==> src/ik_pkg.sv <==
// Shared types, widths and constants of the arm inverse kinematics core.
`timescale 1ns / 1ps
package ik_pkg;

   localparam int CORDIC_STAGES_DEF = 16;
   localparam int ANGLE_FRAC_DEF    = 16;

   localparam int COORD_W    = 7;
   localparam int LEN_W      = 10;
   localparam int TICK_W     = 12;
   localparam int CSR_ADDR_W = 5;
   localparam int CSR_DATA_W = 32;

   // Register indexes, taken from the word address of the configuration port.
   localparam logic [2:0] REG_BASE_HEIGHT  = 3'd0;
   localparam logic [2:0] REG_UPPER_LEN    = 3'd1;
   localparam logic [2:0] REG_FORE_LEN     = 3'd2;
   localparam logic [2:0] REG_BASE_OFS     = 3'd3;
   localparam logic [2:0] REG_SHOULDER_OFS = 3'd4;
   localparam logic [2:0] REG_ELBOW_OFS    = 3'd5;

   localparam logic [LEN_W-1:0]  BASE_HEIGHT_RST  = 10'd136;
   localparam logic [LEN_W-1:0]  UPPER_LEN_RST    = 10'd288;
   localparam logic [LEN_W-1:0]  FORE_LEN_RST     = 10'd384;
   localparam logic [TICK_W-1:0] BASE_OFS_RST     = 12'd1825;
   localparam logic [TICK_W-1:0] SHOULDER_OFS_RST = 12'd1825;
   localparam logic [TICK_W-1:0] ELBOW_OFS_RST    = 12'd2460;

   // Front-end widths: Q4 coordinates, height difference, signed law-of-cosines terms.
   localparam int Q4_W = 11;
   localparam int DZ_W = 11;
   localparam int N_W  = 24;

   // Square root chain: radicand, root and partial remainder widths.
   localparam int SQ_W     = 46;
   localparam int ROOT_W   = SQ_W / 2;
   localparam int REM_W    = ROOT_W + 3;
   localparam int SQ_LANES = 3;

   // CORDIC widths: operand, prescaled datapath, Q30 accumulator and final angle.
   localparam int CIN_W    = 25;
   localparam int CX_W     = 52;
   localparam int CZ_W     = 33;
   localparam int CA_W     = 34;
   localparam int PRESCALE = 24;
   localparam int C_LANES  = 4;
   localparam int ATAN_LEN = 24;

   localparam logic signed [CA_W-1:0] PI_Q30    = 34'sd3373259426;
   localparam logic signed [26:0]     TICK_GAIN = 27'sd42669730;

   localparam logic signed [CZ_W-1:0] ATAN_Q30 [ATAN_LEN] = '{
      33'sd843314856, 33'sd497837829, 33'sd263043836, 33'sd133525158,
      33'sd67021686,  33'sd33543515,  33'sd16775850,  33'sd8388437,
      33'sd4194282,   33'sd2097149,   33'sd1048575,   33'sd524287,
      33'sd262143,    33'sd131071,    33'sd65535,     33'sd32767,
      33'sd16383,     33'sd8191,      33'sd4095,      33'sd2047,
      33'sd1023,      33'sd511,       33'sd255,       33'sd127
   };

   typedef struct packed {
      logic [LEN_W-1:0]  base_height;
      logic [LEN_W-1:0]  upper_len;
      logic [LEN_W-1:0]  fore_len;
      logic [TICK_W-1:0] base_ofs;
      logic [TICK_W-1:0] shoulder_ofs;
      logic [TICK_W-1:0] elbow_ofs;
   } ik_cfg_type;

   typedef struct packed {
      logic above;
      logic bad;
   } ik_side_type;

   typedef struct packed {
      logic signed [Q4_W-1:0] x;
      logic signed [Q4_W-1:0] y;
      logic signed [N_W-1:0]  n;
      logic signed [N_W-1:0]  p;
      logic [DZ_W-1:0]        dz;
      ik_side_type            side;
   } ik_sq_tag_type;

   typedef struct packed {
      logic [SQ_W-1:0]   num;
      logic [REM_W-1:0]  rem;
      logic [ROOT_W-1:0] root;
   } ik_sq_lane_type;

   typedef struct packed {
      logic signed [CX_W-1:0] x;
      logic signed [CX_W-1:0] y;
      logic signed [CZ_W-1:0] z;
      logic                   yzero;
      logic                   xneg;
      logic                   yneg;
   } ik_cordic_lane_type;

   typedef struct packed {
      logic [TICK_W-1:0] base_ticks;
      logic [TICK_W-1:0] shoulder_ticks;
      logic [TICK_W-1:0] elbow_ticks;
      logic              unreachable;
   } ik_result_type;

   // Prescales an (y, x) pair and folds x into the right half plane.
   function automatic ik_cordic_lane_type cordic_prep(input logic signed [CIN_W-1:0] y,
                                                      input logic signed [CIN_W-1:0] x);
      ik_cordic_lane_type l;
      logic signed [CX_W-1:0] xs;
      logic signed [CX_W-1:0] ys;
      xs = CX_W'(x) <<< PRESCALE;
      ys = CX_W'(y) <<< PRESCALE;
      l.x     = x[CIN_W-1] ? -xs : xs;
      l.y     = ys;
      l.z     = '0;
      l.yzero = (y == '0);
      l.xneg  = x[CIN_W-1];
      l.yneg  = y[CIN_W-1];
      return l;
   endfunction

   // Restores the full-quadrant angle in Q30 from the right half plane result.
   function automatic logic signed [CA_W-1:0] cordic_angle(input ik_cordic_lane_type l);
      logic signed [CA_W-1:0] core;
      logic signed [CA_W-1:0] a;
      core = l.yzero ? '0 : CA_W'(l.z);
      if (!l.xneg) begin
         a = core;
      end else if (!l.yneg) begin
         a = PI_Q30 - core;
      end else begin
         a = -PI_Q30 - core;
      end
      return a;
   endfunction

endpackage

==> src/ik_ticks.sv <==
// Joint angle assembly and conversion to saturated servo ticks, three stages.
`timescale 1ns / 1ps
module ik_ticks import ik_pkg::*; #(
   parameter int ANGLE_FRAC_BITS = ANGLE_FRAC_DEF
) (
   input  logic                             clock,
   input  logic                             reset,
   input  logic                             en,
   input  logic                             in_valid,
   input  logic signed [ANGLE_FRAC_BITS+3:0] in_base,
   input  logic signed [ANGLE_FRAC_BITS+3:0] in_qsi,
   input  logic signed [ANGLE_FRAC_BITS+3:0] in_beta,
   input  logic signed [ANGLE_FRAC_BITS+3:0] in_alpha,
   input  ik_side_type                      in_side,
   input  ik_cfg_type                       cfg,
   output logic                             out_valid,
   output ik_result_type                    out_result
);

   localparam int TH_W   = ANGLE_FRAC_BITS + 5;
   localparam int PROD_W = TH_W + 27;
   localparam int OUT_SH = ANGLE_FRAC_BITS + 16;
   localparam logic signed [TH_W-1:0] PI_F =
      TH_W'((PI_Q30 + (CA_W'(1) <<< (29 - ANGLE_FRAC_BITS))) >>> (30 - ANGLE_FRAC_BITS));
   localparam logic signed [PROD_W-1:0] HALF_T = PROD_W'(1) <<< (ANGLE_FRAC_BITS + 15);

   logic signed [TH_W-1:0]   th_ff [3];
   logic signed [TH_W-1:0]   th_in [3];
   logic signed [PROD_W-1:0] prod_ff [3];
   logic signed [PROD_W-1:0] prod_in [3];
   logic signed [PROD_W-1:0] sum [3];
   logic signed [PROD_W-1:0] shifted [3];
   logic signed [17:0]       t [3];
   logic [TICK_W-1:0]        sat [3];
   logic [TICK_W-1:0]        ofs [3];
   logic                     bad_ff [2];
   ik_result_type            result_ff, result_in;
   logic [2:0]               valid_ff;

   always_comb begin
      th_in[0] = TH_W'(in_base);
      th_in[1] = in_side.above ? TH_W'(in_alpha) + TH_W'(in_beta)
                               : TH_W'(in_beta) - TH_W'(in_alpha);
      th_in[2] = TH_W'(in_qsi) - PI_F;
      for (int k = 0; k < 3; k++) begin
         prod_in[k] = th_ff[k] * TICK_GAIN;
      end
   end

   always_comb begin
      ofs[0] = cfg.base_ofs;
      ofs[1] = cfg.shoulder_ofs;
      ofs[2] = cfg.elbow_ofs;
      for (int k = 0; k < 3; k++) begin
         sum[k]     = prod_ff[k] + HALF_T;
         shifted[k] = sum[k] >>> OUT_SH;
         t[k]       = $signed(shifted[k][17:0]) + 18'($signed({1'b0, ofs[k]}));
         if (t[k][17]) begin
            sat[k] = '0;
         end else if (t[k] > 18'sd4095) begin
            sat[k] = '1;
         end else begin
            sat[k] = t[k][TICK_W-1:0];
         end
      end
      result_in.base_ticks     = sat[0];
      result_in.shoulder_ticks = bad_ff[1] ? '0 : sat[1];
      result_in.elbow_ticks    = bad_ff[1] ? '0 : sat[2];
      result_in.unreachable    = bad_ff[1];
   end

   always_ff @(posedge clock) begin
      if (en) begin
         th_ff     <= th_in;
         prod_ff   <= prod_in;
         bad_ff[0] <= in_side.bad;
         bad_ff[1] <= bad_ff[0];
         result_ff <= result_in;
      end
   end

   always_ff @(posedge clock) begin
      if (reset) begin
         valid_ff <= '0;
      end else if (en) begin
         valid_ff <= {valid_ff[1:0], in_valid};
      end
   end

   assign out_valid  = valid_ff[2];
   assign out_result = result_ff;

endmodule

==> config.mk <==
export PLATFORM = sky130hd
export DESIGN_NAME = ik_ticks
export DESIGN_NICKNAME = d
export VERILOG_FILES = /design/src/ik_pkg.sv /design/src/ik_ticks.sv
export SDC_FILE = /design/constraint.sdc
export NUM_CORES = 2
export LEC_CHECK = 0
export ABC_AREA = 1
export BUFFER_PORTS_ARGS = -buffer_cell sky130_fd_sc_hd__buf_2
export CORE_MARGIN = 5
export CORE_UTILIZATION = 40
export DETAILED_ROUTE_END_ITERATION = 12
export SLEW_MARGIN = 20
export SYNTH_ARGS = -nofsm -noshare
export SYNTH_HDL_FRONTEND = slang
export SYNTH_SLANG_ARGS = --single-unit
==> constraint.sdc <==
create_clock -name clock -period 7.1 [get_ports clock]
set_clock_uncertainty 0.05 [all_clocks]
set_input_delay 1.065 -clock clock [delete_from_list [all_inputs] [get_ports clock]]
set_output_delay 1.065 -clock clock [all_outputs]
set_load 0.02 [all_outputs]
# Word level (Yosys, flattened, before mapping)
# Memories as Yosys holds them, arrays and structs flattened.
# Index checks and enable logic that the tools add are counted.
[totals]
register_bits = 243
wordCells = 35
inputBits = 152
out_inout_bits = 38
mem_bits_rw = 2
memories = 1
[memory_table]
columns = ["memory", "depth", "width", "read_ports", "rd_clocked_by_memory_dff", "write_ports", "line", "rtl"]
rows = [
  ["bad_ff", 2, 1, 2, 0, 2, "ik_ticks.sv:36", "logic bad_ff [2];"],
]
[op_classes]
n_lt_le_gt_ge = 3
reduce_logical = 2
n_mux = 6
n_mul = 3
add_sub_neg = 9
[ops]
columns = ["operator", "n"]
rows = [
  ["$add A48 B33 Y48 const B", 3],
  ["$mul A21 B26 Y47 const B", 2],
  ["$add A16 B13 Y17", 3],
  ["$gt A17 B13 Y1 const B", 3],
  ["$mul A20 B26 Y46 const B", 1],
  ["$mux W12", 3],
  ["$add A20 B20 Y21", 1],
  ["$mux W21", 1],
  ["$sub A20 B19 Y21 const B", 1],
  ["$sub A20 B20 Y21", 1],
  ["$reduce_or A2 Y1", 2],
  ["$mux W1", 2],
]

# Depth between registers and ports, before layout
[depth]
depth_word = 4
depth_mapped = 26
mapped_depth_nobuf = 26

# Worst setup path before layout
# OpenSTA, ideal clock, no wires.
[synth_path]
kind = "register to register"
from = "register th_ff[25] (netlist name)"
to = "register prod_ff[87] (netlist name) (data pin)"
stages_incl_launch_ff = 21
n_path_buf = 0
t_required_ps = 6792
period_less_slack_ps = 5557
setup_time_ps = 258
path_slack_ps = 1543
arrival_time_ps = 5249
cell_sequence = "edfxtp_1 > ha_1 > inv_1 > fa_1 > fa_1 > fa_1 > fa_1 > inv_1 > fa_1 > inv_1 > fa_1 > inv_1 > ha_1 > nand2_1 > o21ai_0 > nand2_1 > nand2_1 > a21oi_1 > o21ai_0 > a21oi_1 > xnor2_1"
[synth_rtl]
columns = ["item", "line", "rtl"]
rows = [
  ["start, declared", "ik_ticks.sv:27", "logic signed [TH_W-1:0] th_ff [3];"],
  ["start signal, assigned", "ik_ticks.sv:74", "th_ff <= th_in;"],
  ["end signal, assigned", "ik_ticks.sv:75", "prod_ff <= prod_in;"],
  ["end, declared", "ik_ticks.sv:29", "logic signed [PROD_W-1:0] prod_ff [3];"],
]

==> out/qor.csv <==
stage,metric,value,unit
routing,Vias/cell,4.82,
place,I/O Buffers,159,
yosys,Post-Synthesis Cell Area,34100,um^2
yosys,post-synthesis cell type count,53,
yosys,Synth Net Count,5184,
setup_path,Setup CP Type,reg -> reg,
setup_path,Crit. Startpoint,th_ff[41]$_DFFE_PP_,
setup_path,CP Capture Type,flop,
layout,post-route insts no fill,5226,
floorplanning,Initial Util,0.402,
setup_path,critical path peak fanout,9,
routing,drt drc,0,
timing,Slew Limit Fails,0,
yosys,Post-synth top flop,edfxtp_1,
routing,iteration-0 DRC count of the detailed router,1137,
worst_hold_path,Hold Crit Class,reg -> reg,
layout,nets,5354,
place,DP HPWL,75600,um
setup_path,reg-to-reg critical path startpoint,th_ff[41]$_DFFE_PP_,
flow_run,Max Cap Viol,0,
layout,multi-input logic area,25700,um^2
timing,setup TNS,0,ps
clock_network,CTS H-Tree Depth,4,
layout,P&R area growth vs syn,8.16,%
clock_network,Post-CTS Resized,0,
layout,Finished Core Util,0.435,
clock_network,clk slew on worst S/H paths,80,ps
place,GPL Wtd Cong,0.928,
floorplanning,die height,302,um
yosys,"EDFF count, synth",151,
timing,final setup fails,0,
clock_network,CTS tree,done,
routing,DRT Wirelength,84600,um
timing,final hold violations,0,
clock_network,Worst-Skew Late Latency,500,ps
yosys,"Seq/Total Area, Yosys",0.135,
worst_hold_path,worst hold start,bad_ff[0][0]$_DFFE_PP_,
routing,drt wl/cell,16.2,um
timing,worst rel slew slack,0.338,
grt,Total Routing Usage GR,0.191,
grt,antenna violations before repair,3,
setup_path,Worst EP required,7290,ps
grt,remaining global-route overflow,0,
layout,layout cells sized above 1,0.0657,
yosys,Gate Count Post-Synth,3898,
floorplanning,num rows,107,
timing,RSZ-0062 raised after global routing,no,
grt,largest net degree at the start of global routing,85,
place,dpl cells,5193,
yosys,share of flip-flops with an asynchronous set or reset,0,
timing,fin crit period,6350,ps
floorplanning,die width,302,um
grt,first-pass GRT wire length,137000,um
yosys,synthesis warning total,0,
routing,DRT antenna net count,0,
clock_network,CTS Buf Count,17,
timing,Fmax,157,MHz
yosys,Seq cells post-synth,154,
routing,Vias,25200,
setup_path,Setup crit start kind,flop,
timing,Tcrit/Tclk final,0.895,
yosys,mean area per synthesized cell,8.75,um^2
grt,vias in the first global route,26300,
floorplanning,DIE AREA,91200,um^2
status,outcome,completed,
layout,Layout fillers,8557,
floorplanning,Core ar.,84900,um^2
clock_network,Root Driver,clkbuf_16,
routing,Pre-antenna DRT Iters,5,
setup_path,endpoint arrival time on the critical path,6540,ps
clock_network,"Setup Fix Bufs, Post-CTS",0,
clock_network,clk buf depth,2,
clock_network,Sink Count,154,
timing,Worst Max-Slew Pin Slew,986,ps
clock_network,Post-CTS Hold Fix Bufs,0,
timing,worst hold slack,380,ps
floorplanning,I/O pin cnt,190,
layout,register area,4590,um^2
-- metal layers --
layer,wire length [um],vias to the layer above,track usage
met5,34,-,0
met4,1780,4,0.0476
met1,38700,11900,0.253
met2,40200,418,0.327
met3,3900,105,0.0348
li1,-,12800,-
-- per-stage QoR --
| stage | setup slack [ps] | instance area [um^2] |
|---|---|---|
| after global routing | 507 | 36900 |
| after global placement | 887 | 36300 |
| final | 749 | 36900 |
| after CTS | 839 | 36900 |
| after detailed placement | 844 | 36300 |
| after floorplan | 1540 | 34100 |
-- final cells by class --
class                   count  share of cell area
diodes                      1           0.0000678
repair buffers            161              0.0221
flip-flops and latches    154               0.125
clock inverters            15             0.00495
inverters                 999               0.102
multi-input cells        2735               0.696
well taps                1144              0.0388
clock buffers              17              0.0115
-- layout by cell type (no fill, tap or decap), drive strengths merged, types with 2 or more instances in the layout --
cell	instances
and2	2
a21o	23
ha	709
o211ai	4
o21a	5
a21oi	217
xor2	112
and3	2
nor3	56
nor4	9
buf	161
a211oi	3
fa	425
or2	9
a31oi	29
clkbuf	17
o21bai	14
dfxtp	3
o21ai	131
a221oi	5
edfxtp	151
a21boi	9
nand3	99
inv	1005
o31ai	3
nand2	491
nor2	263
clkinv	8
nand3b	5
nand4	44
o221ai	2
xnor2	60
-- final timing paths --
path                                                to  cells past startpoint  slack [ps]
worst min register to register  bad_ff[0][1]$_DFFE_PP_                      0         380
worst min-delay path            bad_ff[0][1]$_DFFE_PP_                      0         380
worst max-delay path             prod_ff[95]$_DFFE_PP_                     20         750
worst max register to register   prod_ff[95]$_DFFE_PP_                     20         750
-- critical path, cell delays in order (launching register included) --
cell	delay (ps)
edfxtp_1	630
ha_1	350
xor2_1	220
ha_1	240
or2_2	310
fa_1	500
fa_1	490
inv_1	50
fa_1	480
inv_1	50
fa_1	410
fa_1	470
ha_1	360
nand2_1	100
nor2_1	90
inv_1	90
nor2_1	140
nand3_1	80
o21ai_0	520
a21oi_1	260
xor2_1	190
-- kinds of logic (layout without fill, tap and decap cells) --
logic type / Yosys count / count (layout) / synth area share
AO/OA/AOI/OAI: 448 / 448 / 0.0751
XOR/XNOR: 172 / 172 / 0.0452
adder cells (fa/ha/maj): 1134 / 1134 / 0.509
buffers and inverters: 1009 / 1192 / 0.112
flip-flops: 154 / 154 / 0.135
other: 0 / 1 / 0
AND/OR/NAND/NOR: 981 / 981 / 0.123
-- sequential cells by signal, indices dropped and copies added (netlist names) --
register    count
out_result     37
valid_ff        3
th_ff          62
prod_ff        50
bad_ff          2
-- synthesized netlist by cell type (all sizes together), types with 4 or more instances --
master / number / area, um^2
nand3: 99 / 531
or2: 9 / 56.3
o21a: 5 / 37.5
buf: 8 / 66.3
fa: 425 / 8510
a221oi: 5 / 43.8
a21o: 23 / 173
nor4: 9 / 56.3
xnor2: 60 / 552
inv: 996 / 3740
a31oi: 29 / 181
a21boi: 9 / 67.6
o21ai: 131 / 663
a21oi: 217 / 1160
xor2: 112 / 988
edfxtp: 151 / 4530
nand3b: 5 / 50.1
ha: 709 / 8870
nand2: 491 / 1870
nand4: 44 / 275
nor3: 56 / 295
o211ai: 4 / 30.0
nor2: 263 / 1040
o21bai: 14 / 116
Power is left out: the tool's default activity adds up to more than one toggle a clock period on the data nets, which glitch-free logic cannot reach.
