$ cat src/ik_pkg.sv
// Shared types, widths and constants of the arm inverse kinematics core.
`timescale 1ns / 1ps
package ik_pkg;

   localparam int CORDIC_STAGES_DEF = 16;
   localparam int ANGLE_FRAC_DEF    = 16;

   localparam int COORD_W    = 7;
   localparam int LEN_W      = 10;
   localparam int TICK_W     = 12;
   localparam int CSR_ADDR_W = 5;
   localparam int CSR_DATA_W = 32;

   // Register indexes, taken from the word address of the configuration port.
   localparam logic [2:0] REG_BASE_HEIGHT  = 3'd0;
   localparam logic [2:0] REG_UPPER_LEN    = 3'd1;
   localparam logic [2:0] REG_FORE_LEN     = 3'd2;
   localparam logic [2:0] REG_BASE_OFS     = 3'd3;
   localparam logic [2:0] REG_SHOULDER_OFS = 3'd4;
   localparam logic [2:0] REG_ELBOW_OFS    = 3'd5;

   localparam logic [LEN_W-1:0]  BASE_HEIGHT_RST  = 10'd136;
   localparam logic [LEN_W-1:0]  UPPER_LEN_RST    = 10'd288;
   localparam logic [LEN_W-1:0]  FORE_LEN_RST     = 10'd384;
   localparam logic [TICK_W-1:0] BASE_OFS_RST     = 12'd1825;
   localparam logic [TICK_W-1:0] SHOULDER_OFS_RST = 12'd1825;
   localparam logic [TICK_W-1:0] ELBOW_OFS_RST    = 12'd2460;

   // Front-end widths: Q4 coordinates, height difference, signed law-of-cosines terms.
   localparam int Q4_W = 11;
   localparam int DZ_W = 11;
   localparam int N_W  = 24;

   // Square root chain: radicand, root and partial remainder widths.
   localparam int SQ_W     = 46;
   localparam int ROOT_W   = SQ_W / 2;
   localparam int REM_W    = ROOT_W + 3;
   localparam int SQ_LANES = 3;

   // CORDIC widths: operand, prescaled datapath, Q30 accumulator and final angle.
   localparam int CIN_W    = 25;
   localparam int CX_W     = 52;
   localparam int CZ_W     = 33;
   localparam int CA_W     = 34;
   localparam int PRESCALE = 24;
   localparam int C_LANES  = 4;
   localparam int ATAN_LEN = 24;

   localparam logic signed [CA_W-1:0] PI_Q30    = 34'sd3373259426;
   localparam logic signed [26:0]     TICK_GAIN = 27'sd42669730;

   localparam logic signed [CZ_W-1:0] ATAN_Q30 [ATAN_LEN] = '{
      33'sd843314856, 33'sd497837829, 33'sd263043836, 33'sd133525158,
      33'sd67021686,  33'sd33543515,  33'sd16775850,  33'sd8388437,
      33'sd4194282,   33'sd2097149,   33'sd1048575,   33'sd524287,
      33'sd262143,    33'sd131071,    33'sd65535,     33'sd32767,
      33'sd16383,     33'sd8191,      33'sd4095,      33'sd2047,
      33'sd1023,      33'sd511,       33'sd255,       33'sd127
   };

   typedef struct packed {
      logic [LEN_W-1:0]  base_height;
      logic [LEN_W-1:0]  upper_len;
      logic [LEN_W-1:0]  fore_len;
      logic [TICK_W-1:0] base_ofs;
      logic [TICK_W-1:0] shoulder_ofs;
      logic [TICK_W-1:0] elbow_ofs;
   } ik_cfg_type;

   typedef struct packed {
      logic above;
      logic bad;
   } ik_side_type;

   typedef struct packed {
      logic signed [Q4_W-1:0] x;
      logic signed [Q4_W-1:0] y;
      logic signed [N_W-1:0]  n;
      logic signed [N_W-1:0]  p;
      logic [DZ_W-1:0]        dz;
      ik_side_type            side;
   } ik_sq_tag_type;

   typedef struct packed {
      logic [SQ_W-1:0]   num;
      logic [REM_W-1:0]  rem;
      logic [ROOT_W-1:0] root;
   } ik_sq_lane_type;

   typedef struct packed {
      logic signed [CX_W-1:0] x;
      logic signed [CX_W-1:0] y;
      logic signed [CZ_W-1:0] z;
      logic                   yzero;
      logic                   xneg;
      logic                   yneg;
   } ik_cordic_lane_type;

   typedef struct packed {
      logic [TICK_W-1:0] base_ticks;
      logic [TICK_W-1:0] shoulder_ticks;
      logic [TICK_W-1:0] elbow_ticks;
      logic              unreachable;
   } ik_result_type;

   // Prescales an (y, x) pair and folds x into the right half plane.
   function automatic ik_cordic_lane_type cordic_prep(input logic signed [CIN_W-1:0] y,
                                                      input logic signed [CIN_W-1:0] x);
      ik_cordic_lane_type l;
      logic signed [CX_W-1:0] xs;
      logic signed [CX_W-1:0] ys;
      xs = CX_W'(x) <<< PRESCALE;
      ys = CX_W'(y) <<< PRESCALE;
      l.x     = x[CIN_W-1] ? -xs : xs;
      l.y     = ys;
      l.z     = '0;
      l.yzero = (y == '0);
      l.xneg  = x[CIN_W-1];
      l.yneg  = y[CIN_W-1];
      return l;
   endfunction

   // Restores the full-quadrant angle in Q30 from the right half plane result.
   function automatic logic signed [CA_W-1:0] cordic_angle(input ik_cordic_lane_type l);
      logic signed [CA_W-1:0] core;
      logic signed [CA_W-1:0] a;
      core = l.yzero ? '0 : CA_W'(l.z);
      if (!l.xneg) begin
         a = core;
      end else if (!l.yneg) begin
         a = PI_Q30 - core;
      end else begin
         a = -PI_Q30 - core;
      end
      return a;
   endfunction

endpackage

$ cat src/ik_sqrt_cell.sv
// One digit step of the pipelined integer square root, three lanes wide.
`timescale 1ns / 1ps
module ik_sqrt_cell import ik_pkg::*; (
   input  logic                          clock,
   input  logic                          reset,
   input  logic                          en,
   input  logic                          in_valid,
   input  ik_sq_lane_type [SQ_LANES-1:0] in_lane,
   input  ik_sq_tag_type                 in_tag,
   output logic                          out_valid,
   output ik_sq_lane_type [SQ_LANES-1:0] out_lane,
   output ik_sq_tag_type                 out_tag
);

   ik_sq_lane_type [SQ_LANES-1:0] lane_ff, lane_in;
   ik_sq_tag_type                 tag_ff;
   logic                          valid_ff;
   logic [REM_W-1:0]              cur [SQ_LANES];
   logic [REM_W-1:0]              trial [SQ_LANES];

   // Bring down the next two radicand bits and try a one for this root bit.
   always_comb begin
      for (int k = 0; k < SQ_LANES; k++) begin
         cur[k]   = {in_lane[k].rem[REM_W-3:0], in_lane[k].num[SQ_W-1:SQ_W-2]};
         trial[k] = REM_W'({in_lane[k].root, 2'b01});
         lane_in[k].num = {in_lane[k].num[SQ_W-3:0], 2'b00};
         if (cur[k] >= trial[k]) begin
            lane_in[k].rem  = cur[k] - trial[k];
            lane_in[k].root = {in_lane[k].root[ROOT_W-2:0], 1'b1};
         end else begin
            lane_in[k].rem  = cur[k];
            lane_in[k].root = {in_lane[k].root[ROOT_W-2:0], 1'b0};
         end
      end
   end

   always_ff @(posedge clock) begin
      if (en) begin
         lane_ff <= lane_in;
         tag_ff  <= in_tag;
      end
   end

   always_ff @(posedge clock) begin
      if (reset) begin
         valid_ff <= 1'b0;
      end else if (en) begin
         valid_ff <= in_valid;
      end
   end

   assign out_valid = valid_ff;
   assign out_lane  = lane_ff;
   assign out_tag   = tag_ff;

endmodule

$ cat config.mk
export PLATFORM = sky130hd
export DESIGN_NAME = ik_sqrt_cell
export DESIGN_NICKNAME = d
export VERILOG_FILES = /design/src/ik_pkg.sv /design/src/ik_sqrt_cell.sv
export SDC_FILE = /design/constraint.sdc
export NUM_CORES = 1
export LEC_CHECK = 0
export BUFFER_PORTS_ARGS = -buffer_cell sky130_fd_sc_hd__buf_2
export CAP_MARGIN = 40
export CORE_AREA = 2 2 286 288
export CTS_BUF_LIST = sky130_fd_sc_hd__clkbuf_16
export DETAILED_ROUTE_END_ITERATION = 16
export DIE_AREA = 0 0 288 290
export PLACE_DENSITY_LB_ADDON = 0.05
export SYNTH_ARGS = -nofsm -noshare
export SYNTH_HDL_FRONTEND = slang
export SYNTH_SLANG_ARGS = --single-unit
$ cat constraint.sdc
create_clock -name clock -period 2.9 [get_ports clock]
set_clock_uncertainty 0.1 [all_clocks]
set_input_delay 0.435 -clock clock [delete_from_list [all_inputs] [get_ports clock]]
set_output_delay 0.435 -clock clock [all_outputs]
set_load 0.1 [all_outputs]
Word-level counts from Yosys, hierarchy flattened. Cells that the tools add are included.

Add/subtract/negate cells: 3. Mux-type cells: 3. $lt $le $gt $ge: 3.

Operator list (number): 49-bit two-way mux (3); 26-bit by 25-bit greater-or-equal comparator with 1-bit output (3); 26-bit by 25-bit subtractor with 26-bit output (3).

Logic and storage cells: 26. Input bits: 372. Bits in registers: 363. Output and inout bits: 369.

Depth between registers and ports, before layout. Gate-level depths: netlist (run 1).

Depth in word-level cells: 2. Mapped depth: 12. Depth with buffers taken out: 10.

Worst setup path after synthesis (run 1). No wires, ideal clock.

Path kind: input port to flip-flop. From: in in_lane[95] (netlist bit). To: reg lane_ff, in the netlist out_lane[142] (data pin). Data arrival time: 2.777 ns. Library setup time: 0.260 ns. Path buffers: 0. Cell stages on the path: 10. Data required time: 2.540 ns. Setup slack: -0.237 ns. Cell sequence: inv_1 > ha_1 > nor2b_1 > o31a_1 > o31a_1 > o41a_1 > a2111oi_2 > o31ai_1 > xor2_1 > mux2_2.

RTL lines: start, declared (RTL line ik_sqrt_cell.sv:8) `input ik_sq_lane_type [SQ_LANES-1:0] in_lane,`; end signal, assigned (RTL line ik_sqrt_cell.sv:39) `lane_ff <= lane_in;`; end, declared (RTL line ik_sqrt_cell.sv:15) `ik_sq_lane_type [SQ_LANES-1:0] lane_ff, lane_in;`.

==> results.py, run 1 <==
metrics = {
    "clock_network": {
        "numClockSinks": 363,
        "cts.clk_slew.worst_paths_ns": 0.06,
        "cts_tree": "done",
        "clk-insertion-delay-late_ns": 0.58,
        "cts-root-to-sink-buffers": 3,
        "tritoncts.num_buffers": 46,
        "cts_htree_levels": 2,
        "clock_tree.root_cell": "clkbuf_16",
    },
    "grt": {
        "pin_count_of_the_biggest_net_entering_global_routing": 70,
        "grtUsageTotal": 0.155,
        "grt_first_pass_wirelength_um": 96200,
        "globalRouteOverflowTotal": 0,
        "antenna_found_initial": 15,
        "grt_pass1_vias": 14700,
    },
    "min_path": {
        "hold_path_class": "input port to flip-flop",
        "min-delay-start": "in_lane[192]",
        "min_delay_worst_endpoint": "out_lane[193]$_DFFE_PP_",
        "whs_path_depth": 2,
    },
    "sta": {
        "report.final.hold_viol_count": 0,
        "max_clock_freq_mhz": 354,
        "worst_hold_slack_ns": 0.0467,
        "report.final.slew_viol_count": 0,
        "min_period_ns": 2.83,
        "setup_viol": 0,
        "final_min_period_over_clock_period": 0.975,
        "slew_at_the_pin_closest_to_its_max_slew_limit_ns": 0.621,
        "fin_setup_tns_ns": 0,
        "relSlewSlack": 0.589,
    },
    "synth": {
        "synth_flop_cell": "edfxtp_1",
        "synthesis.area_um2": 15900,
        "post_synthesis_share_of_cell_area_spent_on_xor_and_xnor_gates": 0.0368,
        "largest_family_of_logic_cells_by_synthesized_area": "compound AO/OA/AOI/OAI gates",
        "synth-edff-count": 362,
        "synthAdderAreaFrac": 0.0589,
        "asyncSetResetFlopFracSynth": 0,
        "synthesis.instances": 1148,
        "ys_ff_latch": 363,
        "post_synth_simple_gate_area": 0.0650,
        "post_synth_num_cell_types": 69,
        "synth.yosys.warnings": 0,
        "post_synth_mux_area_share": 0.0133,
        "synth_compound_gate_area_share": 0.111,
        "postSynthAreaPerCell_um2": 13.9,
        "synth_sequential_area_ratio": 0.684,
    },
    "route": {
        "total_wirelength_of_the_detailed_routed_design_um": 67700,
        "detailroute.via_count": 13900,
        "antenna_violating_nets_post_route": 0,
        "drt_iter0_markers": 420,
        "drc": 0,
        "drtPass1Iterations": 4,
        "wire_per_inst_um": 19.3,
        "detail_route.vias_per_cell": 3.98,
    },
    "die": {
        "rows": 104,
        "floorplan.core_area_um2": 80200,
        "die_height_um": 290,
        "die_x_um": 288,
        "initial_core_util": 0.199,
        "dieArea_um2": 83500,
        "top_level_ports": 741,
    },
    "cells_and_area": {
        "proportion_of_layout_cells_with_a_drive_suffix_above_1": 0.450,
        "layout.cells.most_common": "buf_2",
        "final_layout_net_count": 2846,
        "area_overhead_of_the_layout_relative_to_synthesis_pct": 71.3,
        "n_fill_cell": 8287,
        "most-common-layout-cells": "buf_2, edfxtp_1, dlygate4sd3_1",
    },
    "critical_path": {
        "cp-end-kind": "flip-flop",
        "r2r_end": "out_valid$_SDFFE_PP0P_",
        "r2r_cells": 3,
        "critical_path.max_fanout": 5,
        "critical_path.cell_chain": "dlygate4sd3_1, buf_2, inv_1, ha_1, a21oi_1, o21ai_2, a21o_1, a21o_1, a21oi_1, nor2b_1, or4_1, a31o_2",
        "timing.critical_path.slowest_cell_delay_ns": 0.52,
        "path_delay_family": "compound AO/OA/AOI/OAI gates",
        "critical_path.slowest_cell": "dlygate4sd3_1",
        "timing.critical_path.arrival_ns": 3.05,
        "critPathLaunch": "in_lane[204]",
        "start_kind": "input port",
        "path_class": "input port to flip-flop",
        "ff2ff_setup_slack_ns": 1.67,
        "crit-reg2reg-launch": "out_valid$_SDFFE_PP0P_",
        "path_buf_inv": 3,
        "critical_path_required_ns": 3.12,
    },
    "placed_design": {
        "place_hpwl_um": 54700,
        "port_buffers": 728,
        "finalWeightedCongestion": 0.814,
    },
    "pwr": {
        "vdd_drop_max_v": 0.000329,
        "total_leakage_power_uw": 0.0120,
        "powerDensity_nw_per_um2": 685,
    },
    "flow_run": {
        "max_cap_violations": 0,
    },
    "run_status": {
        "status": "finished, final reports clean",
    },
}
==> state kept, by name, indices dropped and copies added (netlist names) <==
| register | flops |
|---|---|
| out_valid | 1 |
| out_tag | 83 |
| out_lane | 279 |
==> cell type report <==
cell class	count	area, um2	share of cell area
flip-flops and latches	363	10900	0.399
repair buffers	1236	8330	0.305
multi-input cells	665	4930	0.181
well taps	1060	1330	0.0486
clock buffers	46	1150	0.0422
inverters	87	357	0.0131
clock inverters	38	297	0.0109
diodes	5	12.5	0.000458
==> worst reg2reg max path: stages, from the launching register on <==
cell	delay, ns
dfxtp_1	0.30
mux2i_1	0.12
nor2_1	0.05
dlygate4sd3_1	0.54
==> synth_stat cells, types with 5 or more instances <==
library cell / count / area [um2]
nand2b_1: 5 / 31.3
nor3_1: 12 / 60.1
ha_1: 75 / 938
a211oi_1: 7 / 52.6
edfxtp_1: 362 / 10900
xnor2_1: 40 / 350
o21bai_1: 6 / 45.0
nand3_1: 12 / 60.1
o211ai_1: 8 / 60.1
nand2_1: 67 / 251
xor2_1: 27 / 236
a21oi_1: 103 / 515
mux2_2: 15 / 169
nand4_1: 15 / 93.8
clkbuf_1: 23 / 86.3
a21o_1: 37 / 278
o21a_1: 13 / 97.6
or3_1: 6 / 37.5
nor2_1: 73 / 274
inv_1: 86 / 323
o21ai_0: 52 / 260
and3_1: 11 / 68.8
a31oi_1: 6 / 37.5
nor2b_1: 7 / 43.8
buf_2: 7 / 35.0
buf_4: 7 / 52.6
o31ai_1: 7 / 52.6
==> what timing repair did <==
item / CTS / global route
setup buffers: 0 / 4
gates resized for setup: 0 / 29
hold endpoints to repair: 274 / 0
endpoints found under the setup margin: 0 / 45
hold buffers: 275 / 0
==> report_power, final <==
part           internal, uW  switching (uW)
logic                  1630            5080
clock network          3160            2310
registers              6380             122
total                 11200            7520
==> cell families after synthesis <==
| logic type | Yosys count |
|---|---|
| buffers and inverters | 125 |
| adders and majority gates | 75 |
| DFF | 363 |
| muxes | 19 |
| xor gates and xnor gates | 67 |
| and+or+nand+nor | 223 |
| AOI/OAI and AO/OA | 275 |
| other | 1 |
==> worst max-delay path by stage <==
stage / to / slack [ns] / cells past startpoint
2_1_floorplan: out_lane[142]$_DFFE_PP_ / -0.07 / 10
3_3_place_gp: out_lane[134]$_DFFE_PP_ / -0.35 / 12
3_5_place_dp: out_lane[135]$_DFFE_PP_ / -0.38 / 12
4_1_cts: out_lane[216]$_DFFE_PP_ / 0.007 / 14
5_1_grt: out_lane[236]$_DFFE_PP_ / -0.009 / 12
6_report: out_lane[236]$_DFFE_PP_ / 0.07 / 12
==> per-stage QoR <==
stage          std cells  worst slack (ns)  utilization  total power (uW)  instance area (um2)
2_1_floorplan       1153           -0.0735            -             11300                16300
3_3_place_gp        3131            -0.353        0.286             13000                22900
3_5_place_dp        3131            -0.385        0.286             13000                22900
4_1_cts             3490           0.00667        0.338             19000                27100
5_1_grt             3495          -0.00936        0.340             19500                27300
6_report            3500            0.0722        0.340             18700                27300
==> per-layer routing <==
metal  share of wire  vias up  track usage
li1                -     6808            -
met1            0.38     6572        0.166
met2            0.52      450        0.288
met4           0.024       18       0.0406
met5          0.0019        -            0
met3           0.081       85       0.0521
No activity file was read; power rests on OpenSTA's default activity.
==> run 2, diff against run 1 <==
- RECOVER_POWER: not set -> 50
==> run 2 against run 1 <==
The run now ends with capacitance limit, slew limit left. Via count grew 0.15%. Critical path depth shrank 1. Combinational power is essentially flat. Global-route usage is the same. Sequential share of layout area grew 0.31 points. Non-clock buffer count is the same. Worst setup slack lost 0.011 ns. Clock power is essentially flat. Register-to-register slack lost 0.02 ns. Worst hold slack gained 0.0056 ns. Total power shrank 0.10%. Critical path type unchanged. Highest routed layer unchanged.
==> results.py, run 2 (synthesis results as in run 1) <==
metrics = {
    "critical_path": {
        "critical_path.slowest_cell": "dlygate4sd3_1",
        "path_class": "input port to flip-flop",
        "r2r_end": "out_valid$_SDFFE_PP0P_",
        "crit-reg2reg-launch": "out_valid$_SDFFE_PP0P_",
        "path_delay_family": "compound AO/OA/AOI/OAI gates",
        "path_buf_inv": 3,
        "timing.critical_path.slowest_cell_delay_ns": 0.52,
        "cp-end-kind": "flip-flop",
        "critical_path.cell_chain": "dlygate4sd3_1, clkbuf_1, inv_1, ha_1, a21o_1, a31oi_2, a21oi_2, or2_1, a2111o_1, o2111a_1, a31o_1",
        "critical_path_required_ns": 3.12,
        "timing.critical_path.arrival_ns": 3.06,
        "r2r_cells": 3,
        "ff2ff_setup_slack_ns": 1.65,
        "start_kind": "input port",
        "critical_path.max_fanout": 5,
    },
    "cells_and_area": {
        "area_overhead_of_the_layout_relative_to_synthesis_pct": 70.0,
        "max_ffs_per_register": 279,
        "layout.cells.most_common": "buf_2",
        "postLayoutCoreUtil": 0.338,
        "final-instance-count-excl-fill": 3499,
        "proportion_of_layout_cells_with_a_drive_suffix_above_1": 0.423,
        "most-common-layout-cells": "buf_2, edfxtp_1, dlygate4sd3_1",
        "final_layout_net_count": 2846,
    },
    "pwr": {
        "clock_power_share": 0.294,
        "internal-power_uw": 11100,
        "vdd_drop_max_v": 0.000329,
        "combPwrFrac": 0.358,
        "p_switching_uw": 7520,
        "total_leakage_power_uw": 0.0118,
        "seq_power_share": 0.349,
        "switching_share": 0.403,
        "powerDensity_nw_per_um2": 689,
    },
    "flow_run": {
        "max_cap_violations": 3,
    },
    "grt": {
        "antenna_found_initial": 15,
        "grt_pass1_vias": 14700,
        "pin_count_of_the_biggest_net_entering_global_routing": 70,
        "grtUsageTotal": 0.155,
        "globalRouteOverflowTotal": 0,
        "grt_first_pass_wirelength_um": 96200,
    },
    "route": {
        "drt_iter0_markers": 436,
        "detail_route.vias_per_cell": 3.99,
        "detailroute.via_count": 14000,
        "wire_per_inst_um": 19.3,
        "drc": 0,
        "total_wirelength_of_the_detailed_routed_design_um": 67700,
        "drtPass1Iterations": 4,
        "antenna_violating_nets_post_route": 0,
    },
    "sta": {
        "relSlewSlack": -0.223,
        "report.final.slew_viol_count": 192,
        "min_period_ns": 2.84,
        "final_min_period_over_clock_period": 0.979,
        "report.final.hold_viol_count": 0,
        "worst_hold_slack_ns": 0.0523,
        "slew_at_the_pin_closest_to_its_max_slew_limit_ns": 1.83,
        "slack_of_the_critical_path_ns": 0.0617,
        "max_clock_freq_mhz": 352,
        "setup_viol": 0,
        "fin_setup_tns_ns": 0,
    },
    "clock_network": {
        "tritoncts.num_buffers": 46,
        "cts-root-to-sink-buffers": 3,
        "numClockSinks": 363,
        "clk-insertion-delay-late_ns": 0.58,
        "clock_tree.root_cell": "clkbuf_16",
        "cts.clk_slew.worst_paths_ns": 0.06,
        "cts_tree": "done",
        "cts_htree_levels": 2,
    },
    "placed_design": {
        "port_buffers": 728,
        "dp_cells": 3131,
        "place_hpwl_um": 54700,
        "finalWeightedCongestion": 0.814,
        "preCtsSetupSlack_ns": -0.385,
    },
    "die": {
        "floorplan.core_area_um2": 80200,
        "initial_core_util": 0.199,
        "die_height_um": 290,
        "top_level_ports": 741,
        "die_x_um": 288,
        "rows": 104,
        "dieArea_um2": 83500,
    },
    "min_path": {
        "whs_path_depth": 3,
        "min_delay_worst_endpoint": "out_lane[136]$_DFFE_PP_",
        "min-delay-start": "in_lane[134]",
        "hold_path_class": "input port to flip-flop",
    },
    "run_status": {
        "status": "finished with violations",
        "violated_checks": "capacitance limit, slew limit",
    },
}
==> run 2: worst register-to-register path, stage by stage, from the launching register on <==
cell and delay, ns:
dfxtp_1 0.30, mux2i_1 0.12, nor2_1 0.06, dlygate4sd3_1 0.55
==> run 2: layer usage <==
metal	vias to the layer above	routed length, um	GRT usage
li1	6807	-	-
met1	6590	25500	0.166
met2	452	35100	0.288
met3	87	5450	0.0521
met4	18	1530	0.0406
met5	-	126	0
==> run 2: worst max-delay path by stage <==
stage                       from                      end  slack [ns]  cells past startpoint
floorplan            in_lane[95]  out_lane[142]$_DFFE_PP_       -0.07                     10
global placement     in_lane[95]  out_lane[134]$_DFFE_PP_       -0.35                     12
detailed placement   in_lane[95]  out_lane[135]$_DFFE_PP_       -0.38                     12
CTS                 in_lane[211]  out_lane[216]$_DFFE_PP_       0.007                     14
global route          in_lane[4]   out_lane[48]$_DFFE_PP_       -0.04                     17
finish              in_lane[201]  out_lane[235]$_DFFE_PP_        0.06                     11
==> run 2: metrics by stage <==
stage	cell area, um2	total power (uW)
after global routing	27100	19400
after detailed placement	22900	13000
after floorplan	16300	11300
after global placement	22900	13000
after CTS	27100	19000
final	27100	18700
==> run 2: layout make-up <==
class	instances	area, um2
repair buffers	1236	8120
multi-input cells	665	4930
well taps	1060	1330
diodes	4	10.0
inverters	87	357
clock inverters	38	297
clock buffers	46	1150
fillers	8319	53100
flip-flops and latches	363	10900
==> run 2: power groups by stage <==
| stage | Sequential (uW) | Clock, uW | Combinational [uW] |
|---|---|---|---|
| 3_5_place_dp | 6610 | 0 | 6400 |
| 4_1_cts | 6510 | 5720 | 6740 |
| 6_report | 6510 | 5480 | 6680 |
| 5_1_grt | 6560 | 5890 | 6980 |
| 3_3_place_gp | 6610 | 0 | 6420 |
| 2_1_floorplan | 10200 | 0 | 1060 |
==> run 2: timing repair <==
item | in CTS | in global routing
hold buffers | 275 | 0
hold endpoints to repair | 274 | 0
endpoints found under the setup margin | 0 | 45
gates resized for setup | 0 | 29
setup buffers | 0 | 4
